<file path="src/gamepad_poll_serial_master_unit_defines.svh">
// ----------------------------------------------------------------------------
// gamepad poll serial master assertion macros
// shared property forms for the checks at the end of the top level
// ----------------------------------------------------------------------------
`ifndef GAMEPAD_POLL_SERIAL_MASTER_UNIT_DEFINES_SVH
`define GAMEPAD_POLL_SERIAL_MASTER_UNIT_DEFINES_SVH

// same-cycle implication
`define GPSM_ASSERT_NOW(label, cond, prop) \
  label: assert property (@(posedge clk) disable iff (rst) (cond) |-> (prop)) \
    else $error("gpsm same-cycle check failed");

// next-cycle implication
`define GPSM_ASSERT_NEXT(label, cond, prop) \
  label: assert property (@(posedge clk) disable iff (rst) (cond) |=> (prop)) \
    else $error("gpsm next-cycle check failed");

`endif

</file>
<file path="src/gpsm_pkg.sv">
// ----------------------------------------------------------------------------
// gpsm_pkg
// types, constants and helpers of the gamepad poll serial master
// ----------------------------------------------------------------------------
package gpsm_pkg;

  localparam int FRAME_LENGTH = 9;
  localparam int BYTE_IDX_W   = $clog2(FRAME_LENGTH);
  localparam int BIT_IDX_W    = 3;
  localparam int HALF_W       = 16;
  localparam int CFG_INDEX_W  = 2;
  localparam int CFG_DATA_W   = 16;

  localparam logic [7:0]        FRAME_START_BYTE   = 8'h01;
  localparam logic [7:0]        RESET_POLL_COMMAND = 8'h42;
  localparam logic [HALF_W-1:0] RESET_HALF_PERIOD  = 16'd16;

  localparam logic [CFG_INDEX_W-1:0] REG_HALF_PERIOD  = 2'd0;
  localparam logic [CFG_INDEX_W-1:0] REG_POLL_COMMAND = 2'd1;

  typedef struct packed {
    logic [HALF_W-1:0] half_period_ticks;
    logic [7:0]        poll_command;
  } gpsm_cfg_t;

  typedef struct packed {
    logic       select_n;
    logic       serial_clock;
    logic       command_bit;
    logic       busy_res;
    logic       done_res;
    logic [7:0] pad_mode;
    logic [7:0] buttons_low;
    logic [7:0] buttons_high;
    logic [7:0] right_x;
    logic [7:0] right_y;
    logic [7:0] left_x;
    logic [7:0] left_y;
  } gpsm_result_t;

  function automatic logic [7:0] tx_byte(logic [BYTE_IDX_W-1:0] idx, logic [7:0] poll);
    logic [7:0] b;
    b = 8'h00;
    if (idx == BYTE_IDX_W'(0)) b = FRAME_START_BYTE;
    else if (idx == BYTE_IDX_W'(1)) b = poll;
    return b;
  endfunction

endpackage

</file>
<file path="src/gpsm_core.sv">
// ----------------------------------------------------------------------------
// gpsm_core
// frame sequencer: one tick per advance, gives the post-tick pin and data view
// ----------------------------------------------------------------------------
module gpsm_core (
  input  logic                  clk,
  input  logic                  rst,
  input  logic                  advance,
  input  logic                  start_req,
  input  logic                  data_in,
  input  gpsm_pkg::gpsm_cfg_t    cfg,
  output gpsm_pkg::gpsm_result_t result
);
  import gpsm_pkg::*;

  logic                  active,        active_next;
  logic [HALF_W-1:0]     phase_count,   phase_count_next;
  logic                  clock_level,   clock_level_next;
  logic [BIT_IDX_W-1:0]  bit_index,     bit_index_next;
  logic [BYTE_IDX_W-1:0] byte_index,    byte_index_next;
  logic [7:0]            receive_shift, receive_shift_next;
  logic [7:0]            frame_bytes      [FRAME_LENGTH];
  logic [7:0]            frame_bytes_next [FRAME_LENGTH];
  logic                  done;
  logic [HALF_W-1:0]     half;
  logic [7:0]            cmd_byte;

  always_comb begin
    half = (cfg.half_period_ticks == '0) ? HALF_W'(1) : cfg.half_period_ticks;

    active_next        = active;
    phase_count_next   = phase_count;
    clock_level_next   = clock_level;
    bit_index_next     = bit_index;
    byte_index_next    = byte_index;
    receive_shift_next = receive_shift;
    frame_bytes_next   = frame_bytes;
    done               = 1'b0;

    if (!active) begin
      if (start_req) begin
        active_next        = 1'b1;
        clock_level_next   = 1'b0;
        phase_count_next   = HALF_W'(1);
        bit_index_next     = '0;
        byte_index_next    = '0;
        receive_shift_next = '0;
      end
    end else if (phase_count < half) begin
      phase_count_next = phase_count + HALF_W'(1);
    end else if (!clock_level) begin
      receive_shift_next = receive_shift | (8'(data_in) << bit_index);
      clock_level_next   = 1'b1;
      phase_count_next   = HALF_W'(1);
    end else if (bit_index == BIT_IDX_W'(7)) begin
      if ({1'b0, byte_index} < (BYTE_IDX_W+1)'(FRAME_LENGTH)) begin
        frame_bytes_next[byte_index] = receive_shift;
      end
      receive_shift_next = '0;
      bit_index_next     = '0;
      if ({1'b0, byte_index} + (BYTE_IDX_W+1)'(1) >= (BYTE_IDX_W+1)'(FRAME_LENGTH)) begin
        active_next      = 1'b0;
        byte_index_next  = '0;
        phase_count_next = '0;
        clock_level_next = 1'b1;
        done             = 1'b1;
      end else begin
        byte_index_next  = byte_index + BYTE_IDX_W'(1);
        clock_level_next = 1'b0;
        phase_count_next = HALF_W'(1);
      end
    end else begin
      bit_index_next   = bit_index + BIT_IDX_W'(1);
      clock_level_next = 1'b0;
      phase_count_next = HALF_W'(1);
    end

    cmd_byte = tx_byte(byte_index_next, cfg.poll_command);

    result.select_n     = !active_next;
    result.serial_clock = clock_level_next;
    result.command_bit  = active_next & cmd_byte[bit_index_next];
    result.busy_res     = active_next;
    result.done_res     = done;
    result.pad_mode     = frame_bytes_next[1];
    result.buttons_low  = ~frame_bytes_next[3];
    result.buttons_high = ~frame_bytes_next[4];
    result.right_x      = frame_bytes_next[5];
    result.right_y      = frame_bytes_next[6];
    result.left_x       = frame_bytes_next[7];
    result.left_y       = frame_bytes_next[8];
  end

  always_ff @(posedge clk) begin
    if (rst) begin
      active        <= 1'b0;
      phase_count   <= '0;
      clock_level   <= 1'b1;
      bit_index     <= '0;
      byte_index    <= '0;
      receive_shift <= '0;
      for (int i = 0; i < FRAME_LENGTH; i++) frame_bytes[i] <= '0;
    end else if (advance) begin
      active        <= active_next;
      phase_count   <= phase_count_next;
      clock_level   <= clock_level_next;
      bit_index     <= bit_index_next;
      byte_index    <= byte_index_next;
      receive_shift <= receive_shift_next;
      frame_bytes   <= frame_bytes_next;
    end
  end

endmodule

</file>
<file path="src/gamepad_poll_serial_master_unit.sv">
// ----------------------------------------------------------------------------
// gamepad_poll_serial_master_unit
// gamepad poll master, serial mode 3, lsb first, one tick per transaction
// ----------------------------------------------------------------------------
// Every input transaction is one time tick carrying start_req and the sampled
// data_in pin; the block takes one tick per clock cycle and returns exactly one
// result transaction per tick, the cycle after acceptance, from a single output
// register. The frame sequencer updates in the same cycle the tick is accepted,
// so ticks may arrive back to back; input stall is raised only while the output
// register is full and stalled. A poll frame is 9 bytes, each bit lasting two
// half periods of half_period_ticks ticks (zero counts as one). Configuration
// writes are always ready and should be made while no frame is running.
// ----------------------------------------------------------------------------
`include "gamepad_poll_serial_master_unit_defines.svh"

module gamepad_poll_serial_master_unit (
  input  logic                              clk,
  input  logic                              rst,
  input  logic                              in_valid,
  output logic                              in_stall,
  input  logic                              start_req,
  input  logic                              data_in,
  output logic                              out_valid,
  input  logic                              out_stall,
  output logic                              select_n,
  output logic                              serial_clock,
  output logic                              command_bit,
  output logic                              busy_res,
  output logic                              done_res,
  output logic [7:0]                        pad_mode,
  output logic [7:0]                        buttons_low,
  output logic [7:0]                        buttons_high,
  output logic [7:0]                        right_x,
  output logic [7:0]                        right_y,
  output logic [7:0]                        left_x,
  output logic [7:0]                        left_y,
  input  logic                              cfg_valid,
  output logic                              cfg_ready,
  input  logic [gpsm_pkg::CFG_INDEX_W-1:0]  cfg_index,
  input  logic [gpsm_pkg::CFG_DATA_W-1:0]   cfg_data
);
  import gpsm_pkg::*;

  gpsm_cfg_t    cfg;
  gpsm_result_t step_result;
  gpsm_result_t out_reg;
  logic         accept;

  assign cfg_ready = 1'b1;
  assign in_stall  = out_valid & out_stall;
  assign accept    = in_valid & !in_stall;

  // configuration registers
  always_ff @(posedge clk) begin
    if (rst) begin
      cfg.half_period_ticks <= RESET_HALF_PERIOD;
      cfg.poll_command      <= RESET_POLL_COMMAND;
    end else if (cfg_valid && cfg_ready) begin
      unique case (cfg_index)
        REG_HALF_PERIOD:  cfg.half_period_ticks <= cfg_data[HALF_W-1:0];
        REG_POLL_COMMAND: cfg.poll_command      <= cfg_data[7:0];
        default: ;
      endcase
    end
  end

  gpsm_core u_core (
    .clk       (clk),
    .rst       (rst),
    .advance   (accept),
    .start_req (start_req),
    .data_in   (data_in),
    .cfg       (cfg),
    .result    (step_result)
  );

  // output register
  always_ff @(posedge clk) begin
    if (rst) begin
      out_valid <= 1'b0;
    end else if (accept) begin
      out_valid <= 1'b1;
    end else if (!out_stall) begin
      out_valid <= 1'b0;
    end
  end

  always_ff @(posedge clk) begin
    if (accept) begin
      out_reg <= step_result;
    end
  end

  assign select_n     = out_reg.select_n;
  assign serial_clock = out_reg.serial_clock;
  assign command_bit  = out_reg.command_bit;
  assign busy_res     = out_reg.busy_res;
  assign done_res     = out_reg.done_res;
  assign pad_mode     = out_reg.pad_mode;
  assign buttons_low  = out_reg.buttons_low;
  assign buttons_high = out_reg.buttons_high;
  assign right_x      = out_reg.right_x;
  assign right_y      = out_reg.right_y;
  assign left_x       = out_reg.left_x;
  assign left_y       = out_reg.left_y;

  `GPSM_ASSERT_NEXT(a_accept_gives_result, accept, out_valid)
  `GPSM_ASSERT_NOW(a_done_releases_pins, out_valid && done_res,
                   select_n && serial_clock && !busy_res)
  `GPSM_ASSERT_NOW(a_select_tracks_busy, out_valid, select_n == !busy_res)
  `GPSM_ASSERT_NOW(a_idle_command_low, out_valid && !busy_res, !command_bit)

endmodule
</file>
<file path="config.mk">
export PLATFORM = sky130hd
export DESIGN_NAME = gamepad_poll_serial_master_unit
export DESIGN_NICKNAME = d
export VERILOG_FILES = /design/src/gpsm_pkg.sv /design/src/gpsm_core.sv /design/src/gamepad_poll_serial_master_unit.sv
export VERILOG_INCLUDE_DIRS = /design/src /design/src/src
export SDC_FILE = /design/constraint.sdc
export NUM_CORES = 1
export LEC_CHECK = 0
export BUFFER_PORTS_ARGS = -buffer_cell sky130_fd_sc_hd__buf_2
export CAP_MARGIN = 20
export CORE_MARGIN = 3
export CORE_UTILIZATION = 42
export DETAILED_ROUTE_END_ITERATION = 8
export SETUP_SLACK_MARGIN = 0.1
export SYNTH_ARGS = -nofsm -noshare
export SYNTH_HDL_FRONTEND = slang
export SYNTH_SLANG_ARGS = --single-unit
</file>
<file path="constraint.sdc">
create_clock -name clk -period 9.1 [get_ports clk]
set_input_delay 1.365 -clock clk [delete_from_list [all_inputs] [get_ports clk]]
set_output_delay 1.365 -clock clk [all_outputs]
set_load 0.02 [all_outputs]
</file>
* Word-level counts from Yosys, hierarchy flattened
Cells that the tools add are included.
** Word-level totals
- Flip-flop bits (word level) :: 191
- Output and inout port bits :: 64
** Cells by class
- Add/subtract/negate cells :: 4
- Magnitude comparators :: 6
- Equal/unequal tests :: 6
- Shift operators :: 1
- Multiplexer cells :: 49
- Bitwise operators :: 10
- Reductions and logical operators :: 13
** Operators with widths (number)
- 64-bit 2-to-1 mux :: 5
- 16-bit 2-to-1 mux :: 5
- 72-bit bitwise mux :: 1
- 8-bit 2-to-1 mux :: 8
- 8-bit demux with 4-bit select :: 1
- 4-bit 2-to-1 mux :: 6
- 1-bit 2-to-1 mux :: 17
- 16-bit by 1-bit adder with 16-bit output, second input constant :: 1
- 16-bit zero test :: 1
- 16-bit less-than comparator :: 1
- 8-bit NOT :: 2
- 3-bit 2-to-1 mux :: 5
- 8-bit bitwise OR :: 1
- 1-bit by 3-bit << shifter with 8-bit output :: 1
- 2-bit AND reduction :: 3
- 6-bit AND reduction :: 1
- 4-bit by 1-bit adder with 5-bit output, second input constant :: 1
- 5-bit by 4-bit >= comparator with 1-bit output, second input constant :: 1
- 5-bit >= comparator, second input constant :: 1
- 5-bit by 1-bit less-than comparator with 1-bit output, second input constant :: 1
- 4-bit NOT with 5-bit output :: 1
- 4-bit by 1-bit adder with 4-bit output, second input constant :: 1
- 4-bit by 1-bit equality test with 1-bit output, second input constant :: 1
- 4-bit zero test :: 1
- other kinds (17) :: 22

* Depth between registers and ports, before layout
Gate-level depths: netlist (run 1).
- Depth after elaboration :: 13
- Gate-level depth with buffers :: 13
- Depth with buffers taken out :: 11

* Cells and area by module
From an unflattened synthesis (run 1), not the netlist that was laid out.
** Unflattened totals
- Cells, all modules :: 762
- Area, all modules :: 8211.6 µm²
** By module, submodules not included
- gpsm_core :: times used 1, cells an instance 593, area an instance 5272.6 µm², seq. area each 1781.7 µm²
- gamepad_poll_serial_master_unit :: times used 1, cells an instance 169, area an instance 2939.1 µm², seq. area each 2332.2 µm²

* Worst setup path after synthesis (run 1)
Ideal clock, no wire load.
- Path type :: input -> register
- Start :: in out_stall
- End :: reg out_reg (netlist bit busy_res) (enable)
- Library setup time :: 449 ps
- Arrival time :: 3555 ps
- Setup slack :: 5096 ps
- Stages :: 4
- Path buffers :: 1
- Cells stage by stage :: nand2_1 -> nand2_1 -> inv_1 -> clkbuf_1
** On the way
- Longest elaborated chain between the ends :: 3
** RTL lines
- start, declared :: line gamepad_poll_serial_master_unit.sv:24 : input logic out_stall,
- 1-bit bitwise AND :: line gamepad_poll_serial_master_unit.sv:50 : assign in_stall = out_valid & out_stall;
- 1-bit zero test :: line gamepad_poll_serial_master_unit.sv:51 : assign accept = in_valid & !in_stall;
- 1-bit bitwise AND :: line gamepad_poll_serial_master_unit.sv:51
- via accept :: line gamepad_poll_serial_master_unit.sv:47 : logic accept;
- end signal, assigned :: line gamepad_poll_serial_master_unit.sv:90 : out_reg <= step_result;
- end, declared :: line gamepad_poll_serial_master_unit.sv:46 : gpsm_result_t out_reg;
The timed path passes the listed nets, and every way through them passes these cells.
A chain may end at the register's enable or synchronous reset.

* Worst setup path after layout (run 1)
- Start :: reg cfg[22] (netlist name)
- End :: reg u_core.frame_bytes[41] in the netlist's numbering
** On the way
- Longest elaborated chain between the ends :: 5
** RTL lines
- 16-bit zero test :: line gpsm_core.sv:29 : half = (cfg.half_period_ticks == '0) ? HALF_W'(1) : cfg.half_period_ticks;
- 16-bit 2-to-1 mux * :: line gpsm_core.sv:29
- 16-bit less-than comparator * :: line gpsm_core.sv:49 : end else if (phase_count < half) begin
- 64-bit 2-to-1 mux * :: line gpsm_core.sv:49
- 64-bit 2-to-1 mux * :: line gpsm_core.sv:40 : if (!active) begin
- end signal, assigned :: line gpsm_core.sv:110 : frame_bytes <= frame_bytes_next;
- end, declared :: line gpsm_core.sv:22 : logic [7:0] frame_bytes [FRAME_LENGTH];
Every way passes the cells marked *; elsewhere a longest branch is shown, timed or not.

==> results of run 1 <==
[logic make-up after synthesis]
| logic type | Yosys count |
|---|---|
| mux | 95 |
| flops | 175 |
| other cells | 1 |
| buf+inv | 71 |
| compound gates | 106 |
| xor+xnor | 12 |
| simple gates | 281 |
| fa+ha+maj | 23 |
[power groups by stage]
stage,clock network [mW],logic (mW),registers (mW)
floorplan,0,0.0606,0.872
global route,0.820,0.118,0.844
finish,0.774,0.107,0.842
global placement,0,0.105,0.859
detailed placement,0,0.108,0.859
CTS,0.790,0.108,0.842
[metrics by stage]
| stage | cell area (um^2) | util (%) |
|---|---|---|
| final | 9100 | 49.8 |
| after global placement | 8470 | 46.4 |
| after floorplan | 7920 | - |
| after CTS | 9100 | 49.8 |
| after global routing | 9100 | 49.8 |
| after detailed placement | 8470 | 46.4 |
[worst paths after layout]
kind | from | endpoint | slack, ns | cells past startpoint
max | cfg[22]$_SDFFE_PP0P_ | u_core.frame_bytes[41]$_SDFFE_PP0P_ | 5.45 | 10
max reg2reg | cfg[22]$_SDFFE_PP0P_ | u_core.frame_bytes[41]$_SDFFE_PP0P_ | 5.45 | 10
min reg2reg | u_core.frame_bytes[60]$_SDFFE_PP0P_ | u_core.frame_bytes[60]$_SDFFE_PP0P_ | 0.46 | 2
min | u_core.frame_bytes[60]$_SDFFE_PP0P_ | u_core.frame_bytes[60]$_SDFFE_PP0P_ | 0.46 | 2
[registers in the layout, summed over array words and instances, names as in the netlist, 8 cells and up]
register / flops
left_y: 8
pad_mode: 8
buttons_high: 8
right_y: 8
u_core.phase_count: 16
buttons_low: 8
cfg: 24
left_x: 8
u_core.frame_bytes: 56
u_core.receive_shift: 8
right_x: 8
[area by class of cell]
type,instances,area (um^2)
well taps,229,287
inverters,27,101
fillers,1682,9170
clock buffers,18,439
flip-flops and latches,175,4110
multi-input cells,518,3500
clock inverters,14,193
repair buffers,91,465
[routing by layer]
metal / wire [um] / share of wire [%] / vias to the layer above
met4: 276 / 1.6 / 0
met5: 0 / 0 / -
met3: 712 / 4.1 / 24
met1: 8010 / 47 / 2752
li1: - / - / 2830
met2: 8180 / 48 / 136
[layout by cell type (no fill, tap or decap), types with 4 or more instances in the layout]
master | Yosys | routed
sky130_fd_sc_hd__a211oi_1 | 4 | 4
sky130_fd_sc_hd__nor2_1 | 108 | 108
sky130_fd_sc_hd__inv_6 | 0 | 5
sky130_fd_sc_hd__nor3_1 | 15 | 15
sky130_fd_sc_hd__xor2_1 | 10 | 10
sky130_fd_sc_hd__o21ai_0 | 10 | 10
sky130_fd_sc_hd__mux2i_1 | 55 | 55
sky130_fd_sc_hd__edfxtp_1 | 61 | 61
sky130_fd_sc_hd__nand3_1 | 10 | 10
sky130_fd_sc_hd__buf_4 | 2 | 4
sky130_fd_sc_hd__buf_2 | 5 | 87
sky130_fd_sc_hd__or2_2 | 4 | 4
sky130_fd_sc_hd__or2_1 | 4 | 4
sky130_fd_sc_hd__inv_1 | 26 | 25
sky130_fd_sc_hd__o22ai_1 | 4 | 4
sky130_fd_sc_hd__ha_1 | 23 | 23
sky130_fd_sc_hd__a211o_1 | 4 | 4
sky130_fd_sc_hd__dfxtp_1 | 114 | 114
sky130_fd_sc_hd__clkbuf_16 | 0 | 17
sky130_fd_sc_hd__nand2_1 | 86 | 86
sky130_fd_sc_hd__nor4_2 | 4 | 4
sky130_fd_sc_hd__and2_1 | 5 | 5
sky130_fd_sc_hd__nor3b_1 | 4 | 4
sky130_fd_sc_hd__mux2_2 | 40 | 40
sky130_fd_sc_hd__nand4_1 | 8 | 8
sky130_fd_sc_hd__a21oi_1 | 56 | 56
sky130_fd_sc_hd__nand4_2 | 4 | 4
[worst register-to-register path, cell delays in order, from the launching register on]
cell and delay, ns:
sky130_fd_sc_hd__dfxtp_1 0.37, sky130_fd_sc_hd__inv_1 0.06, sky130_fd_sc_hd__ha_1 0.32, sky130_fd_sc_hd__nand4_2 0.18, sky130_fd_sc_hd__nor4_4 0.42, sky130_fd_sc_hd__o311ai_4 0.20, sky130_fd_sc_hd__a31oi_4 0.53, sky130_fd_sc_hd__nand4_1 0.61
sky130_fd_sc_hd__nor2_1 0.60, sky130_fd_sc_hd__nand2_1 0.12, sky130_fd_sc_hd__a21oi_1 0.17
==> summary by stage, run 1 <==
Run status
The flow ran to the end, and the final reports show no timing, DRC or antenna violations.

Flow run
The tool flagged a number of max-cap violations equal to 0.

Logic synthesis
The synthesized netlist contains 71 unique library cells. After synthesis, the largest family of logic cells by area is simple AND/OR/NAND/NOR gates. The share of synthesized cell area in full adder, half adder and majority cells is 3.63%. The cell area that synthesis handed to floorplanning was 7920 um^2. Synthesis produced a netlist whose cell count is 764. Measured against the total synthesized area, the mux share comes to 12.6%.

The most used standard cell by instance count after synthesis is sky130_fd_sc_hd__dfxtp_1. The sequential share of the synthesized area is 51.9%. Summing the areas of all compound-gate instances in the mapped netlist gives 8.96% of the synthesized area. Of all flip-flops after synthesis, the portion carrying an async set or reset was 0%.

The number of flops mapped to enable cells by yosys is 61. The mean instance size in the synthesized netlist is 10.4 um^2. In this run the biggest area consumer among cell types represents 28.8% of the synthesized area. Summed over all instances, the cell type with the most area after synthesis is sky130_fd_sc_hd__dfxtp_1.

The most used flip-flop cell after synthesis is sky130_fd_sc_hd__dfxtp_1. The synthesized netlist net count is 812. The flip-flop and latch count after synthesis is 175. The basic-gate share of the synthesized area counting and, or, nand and nor cells is 17.6%.

Yosys attributes the largest share of cell area to sky130_fd_sc_hd__dfxtp_1, sky130_fd_sc_hd__edfxtp_1, sky130_fd_sc_hd__mux2i_1, sky130_fd_sc_hd__mux2_2, sky130_fd_sc_hd__nor2_1. The xor/xnor share of the synthesized area is 1.33%. The count of synthesis-stage warnings from yosys is 0. Counting instances in the post-synthesis netlist gives the leading cell types as sky130_fd_sc_hd__dfxtp_1, sky130_fd_sc_hd__nor2_1, sky130_fd_sc_hd__nand2_1.

Clocking
TritonCTS built the clock tree. The clock passes through at most 2 buffers. The clock latency at the later pin of the worst-skew pair is 0.43 ns. The clock input transition at the sequential cells of the worst setup and hold paths is 0.07 ns. Buffers inserted during clock tree synthesis total 17. The root buffer cell chosen for the clock tree is sky130_fd_sc_hd__clkbuf_16. In this run, post-CTS repair resized a total of 0 instances. The number of sinks driven by the clock tree is 175. The number of hold-repair buffers added at the cts stage is 0. The H-tree was split into 4 levels. The post-CTS setup-driven buffer insertion count is 0.

Global routing
The residual overflow from global routing is 0. Global routing used 3.73% of the available met3 tracks. The initial antenna violation count was 0.

For this run, global-route usage on met1 was measured as 22.0%. The met2 capacity usage during global routing is 29.4%. The layer flagged by global routing as most heavily used is met2. The first global-routing pass estimated 28200 um of wire. Global routing consumed, over all layers together, 17.2% of the routing resources. Entering global routing, the biggest net connects 97 pins. The via count of the first global-routing pass came to 5604.

Timing
For the final routed database, the setup TNS stands at 0 ns. The relative max-transition margin is 30.2%. The worst path uses 40.2% of the clock period.

At the pin with the least slew margin, the transition time is 1.05 ns. Between clock sinks in the finished design, the worst skew comes to 0.0119 ns. The tightest hold margin is 0.457 ns.

The worst path in the final design needs a cycle of 3.65 ns, including I/O delays and setup. Setup slack closes at 5.45 ns. Setup repair after global routing left no endpoint under its margin. Setup violations remaining at the end of the flow were counted as 0.

Based on the critical path, the design can be clocked at up to 274 MHz. The number of max-slew violations in the final report is 0. The final number of hold-violating endpoints is 0.

Floorplan
The width of the die is 143 um. In this run the core area contains 49 standard-cell rows. The initial utilization of the core area, before any placement, comes to 43.4%. The die height is 143 um.

In this run the count of I/O pins placed on the die edge is 89. The die covers 20500 um^2. After floorplanning, the core was sized to cover 18300 um^2.

Finish
For this run, the post-layout net count is 878. The final cell count without fillers is 1072. The repair_antennas step left the layout with diodes totalling 0. The post-route netlist has 22.9% of its cells at a drive strength greater than 1. The synthesis-to-finish area growth is 14.9%.

Power
Dividing total power by cell area gives a power density of 189 nW/um^2. Power comes to 1.72 mW. The internal portion of total power is 1.31 mW. The leakage component of the power is 3.85 nW. IR analysis of the VDD net gives a maximum drop of 0.127 mV. The clock network fraction of design power is 44.9%. The share of total power dissipated in sequential elements is 48.9%. Net switching is 23.7% of the power. Per report_power, the combinational group accounts for 6.2% of the total. Summed over all nets, the switching power comes to 0.408 mW.

Route
The first-pass iteration count of the detailed router is 5. In the routed layout, each cell is associated on average with a via count of 5.36. For this run, design rule violations remaining after detail routing come to 0.

The count of nets left with antenna violations once routing finished came out at 0. The routed design has 17200 um of wire. After detailed routing, the average wire length per cell comes to 16.0 um. The initial DRC count is 296.

Detailed routing inserted a total of 5742 vias.

Setup path
For this design, the slowest cell found on the critical path is sky130_fd_sc_hd__nand4_1. The category of cells accounting for the largest share of critical-path delay is simple AND/OR/NAND/NOR gates. The number of buffers and inverters on the critical path is 1.

The kind of end point of the critical path is a flip-flop. The sort of element at the start of the critical path is a flip-flop. The critical path goes through inv_1 -> ha_1 -> nand4_2 -> nor4_4 -> o311ai_4 -> a31oi_4 -> nand4_1 -> nor2_1 -> nand2_1 -> a21oi_1. The critical path required time is 9.45 ns. The worst setup path category is flip-flop to flip-flop. STA puts the critical path data arrival time at 4.00 ns. For this run, the slowest stage of the critical path takes 0.61 ns.

The biggest fanout along the worst timing path is 13.

Place
The cell count after placement is 1040. Input and output buffers added on the ports amount to 87. The placer congestion estimate is 0.828.

OpenSTA, run right after detailed placement, puts the worst setup slack at 5.47 ns. The half-perimeter wire length after placement is 11800 um.

Hold path
The min-delay analysis places its worst path in the category flip-flop to flip-flop.
(Power assumes the default switching activity.)
==> inputs of run 2 (changes only) <==
==> constraint.sdc (replaced) <==
create_clock -name clk -period 3.25 [get_ports clk]
set_input_delay 0.4875 -clock clk [delete_from_list [all_inputs] [get_ports clk]]
set_output_delay 0.4875 -clock clk [all_outputs]
set_load 0.02 [all_outputs]
==> summary by stage, run 2 (synthesized netlist as in run 1, its figures left out) <==
Timing
The number of max-slew violations in the final report is 0 (unchanged). The setup clock skew after layout came to 0.0104 ns (-0.00152 ns). The final cycle utilization of the critical path was 92.6% (+52 points). The fmax is 332 MHz (+21%). Setup repair after global routing left no endpoint under its margin. The setup total negative slack was 0 ns (unchanged).

The total setup violations reported at the end of the flow is 0 (unchanged). The worst path setup slack after routing is 0.241 ns (-5.21 ns). The relative max-transition margin came to 52.2% (+22 points). The transition time at the pin with the least slew margin is 0.715 ns (-0.332 ns). The post-layout minimum cycle time is 3.01 ns (-0.645 ns).

The final number of hold-violating endpoints is 0 (unchanged).

Route
The detail-routed via count per cell was 5.29 (-1.3%). The number of remaining DRC errors is 0 (unchanged). The average detailed-routed wire length per instance is 16.3 um (+1.4%). The residual antenna-violating net count after detailed routing is 0 (unchanged).

The routed wire length is 17800 um (+3.4%). The total via count in the routed design came to 5778 (+0.63%). The initial DRC count is 390 (+32%). The first-pass iteration count of the detailed router is 5 (unchanged).

Place
The pre-CTS setup slack is 0.0520 ns (-5.42 ns). The cell count after placement is 1057 (+1.6%). The placer congestion estimate was 0.876 (+5.7%). The placed standard-cell area is 8600 um^2 (+1.5%). The number of buffer cells added on primary ports is 87 (unchanged).

The half-perimeter wire length after placement was 12200 um (+3.6%).

Global routing
The global router's overall resource usage was 17.4% (+0.20 points). The global-route wire length before repair is 28500 um (+0.90%). The residual overflow from global routing is 0 (unchanged). The via count of the first global-routing pass is 5606 (+0.036%). The initial antenna violation count is 1 (+1). The pin count of the biggest net entering global routing was 41 (-58%).

Clocking
The number of levels in the clock H-tree is 4 (unchanged). The clock latency at the later pin of the worst-skew pair came to 0.43 ns (about the same). The clock input transition at the sequential cells of the worst setup and hold paths came to 0.07 ns (about the same).

The maximum buffer depth of the clock tree came to 2 (unchanged). The CTS buffer count is 17 (unchanged). The number of sinks driven by the clock tree is 175 (unchanged). The root buffer cell chosen for the clock tree is sky130_fd_sc_hd__clkbuf_16. The clock tree from TritonCTS is built.

Finish
The share of post-route cells with drive strength above 1 was 27.6% (+4.7 points). The final cell count without fillers is 1093 (+2.0%). The post-route cell area is 9310 um^2 (+2.3%). The most common cell after layout, fill and taps aside is sky130_fd_sc_hd__nor2_1.

The storage element area is 4130 um^2 (+0.49%). The flip-flop count of the largest register, all copies and words added is 56 (unchanged). The number of inserted filler cells in the final layout came to 1679 (-0.18%). The multi-input gate area in the final layout is 3600 um^2 (+2.6%). The end-of-flow core utilization is 51.0% (+1.1 points). The post-layout net count is 898 (+2.3%). In the final layout, the registers with the most flip-flops are u_core.frame_bytes: 56 flops, cfg: 24 flops, u_core.phase_count: 16 flops. The register with the most flip-flops in the final layout is u_core.frame_bytes. Leaving out fill and tap cells, the most frequent cells in the layout are sky130_fd_sc_hd__nor2_1, sky130_fd_sc_hd__dfxtp_1, sky130_fd_sc_hd__buf_2.

Relative to the synthesized area, the layout overhead comes to 17.6%.

Power
The maximum vdd drop is 0.390 mV (+210%). The areal power density over the cells is 497 nW/um^2 (+160%). The leakage component of the power came to 3.94 nW (+2.4%).

Floorplan
The area of the placeable core came to 18300 um^2 (unchanged). The number of top-level pins is 89 (unchanged). The die outline area is 20500 um^2 (unchanged). The initial standard-cell utilization of the core is 43.4% (unchanged).

The die height was 143 um (unchanged). The number of rows created at floorplan is 49 (unchanged). The width of the die is 143 um (unchanged).

Setup path
The number of cells on the worst reg-to-reg path is 12 (+2). The critical path ends at command_bit$_DFFE_PP_. The worst setup path is captured at a flip-flop.

The sort of element at the start of the critical path is a flip-flop. The worst register-to-register path ends at command_bit$_DFFE_PP_. The critical path required time is 3.42 ns (-6.03 ns). The worst path arrival time is 3.18 ns (-0.82 ns). The startpoint identified for the worst register-to-register timing path is cfg[14]$_SDFFE_PP0P_. The setup slack on the worst flop-to-flop path is 0.24 ns (-5.21 ns).

The biggest fanout along the worst timing path was 5 (-8). The start point of the critical path is cfg[14]$_SDFFE_PP0P_. The setup path with the least slack is of type flip-flop to flip-flop.

Flow run
The count of maximum capacitance violations was 0 (unchanged).

Run status
The run finished with clean final reports.

Hold path
In this run the worst hold path is classified as input pin to flip-flop.
==> run 2: cell count changes in the layout (fill, tap and decap cells not counted), sizes merged <==
cell,previous run,this run
clkbuf,18,17
buf,91,111
diode,0,1
bufinv,3,0
clkinv,3,7
==> run 2: final cells by class <==
class | count | area share (%)
flip-flops and latches | 175 | 44.4
multi-input cells | 518 | 38.6
repair buffers | 111 | 6.61
clock buffers | 17 | 4.57
well taps | 229 | 3.08
clock inverters | 15 | 1.60
inverters | 27 | 1.09
diodes | 1 | 0.0269
==> run 2: stage by stage <==
step	hold slack (ns)	power, mW
detailed placement	0.447	2.71
floorplan	0.427	2.61
global placement	0.441	2.70
finish	0.289	4.63
CTS	0.268	4.67
global route	0.269	4.82
==> run 2: worst min path at each step <==
stage                                              from                                  end  cells after the start
global route                               cfg_data[12]                 cfg[20]$_SDFFE_PP0P_                      3
CTS                                            in_valid               out_valid$_SDFFE_PP0P_                      3
detailed placement  u_core.frame_bytes[63]$_SDFFE_PP0P_  u_core.frame_bytes[63]$_SDFFE_PP0P_                      2
finish                                     cfg_data[12]                 cfg[20]$_SDFFE_PP0P_                      3
global placement    u_core.frame_bytes[57]$_SDFFE_PP0P_  u_core.frame_bytes[57]$_SDFFE_PP0P_                      2
floorplan                           cfg[1]$_SDFFE_PP1P_                  cfg[1]$_SDFFE_PP1P_                      1
==> run 2: report_power, final <==
part | internal, mW | leakage (nW) | total [mW] | switching, mW
clock network | 1.02 | 0.281 | 1.96 | 0.935
registers | 2.32 | 1.49 | 2.36 | 0.0355
logic | 0.110 | 2.17 | 0.317 | 0.207
==> run 2: worst max-delay path: stages, from the launching register on <==
cell	delay [ns]
sky130_fd_sc_hd__dfxtp_1	0.38
sky130_fd_sc_hd__inv_1	0.07
sky130_fd_sc_hd__ha_1	0.27
sky130_fd_sc_hd__nand2_1	0.13
sky130_fd_sc_hd__o21ai_0	0.15
sky130_fd_sc_hd__a211oi_1	0.31
sky130_fd_sc_hd__buf_4	0.19
sky130_fd_sc_hd__nand3_2	0.11
sky130_fd_sc_hd__a32o_2	0.29
sky130_fd_sc_hd__or2_4	0.26
sky130_fd_sc_hd__a211o_2	0.32
sky130_fd_sc_hd__a21boi_0	0.16
sky130_fd_sc_hd__o21ai_0	0.11
==> run 2: repair_timing <==
item	4_1_cts	5_1_grt
hold buffers	0	0
buffers inserted	0	3
endpoints found under the setup margin	1	46
gates resized for setup	1	28
pin swaps	0	9
==> run 2: per-layer routing <==
metal	GRT usage, %	share of wire (%)	vias up
li1	-	-	2860
met1	23.2	46	2734
met2	28.5	48	158
met3	3.99	5.3	26
met4	5.30	1.4	0
met5	0	0	-
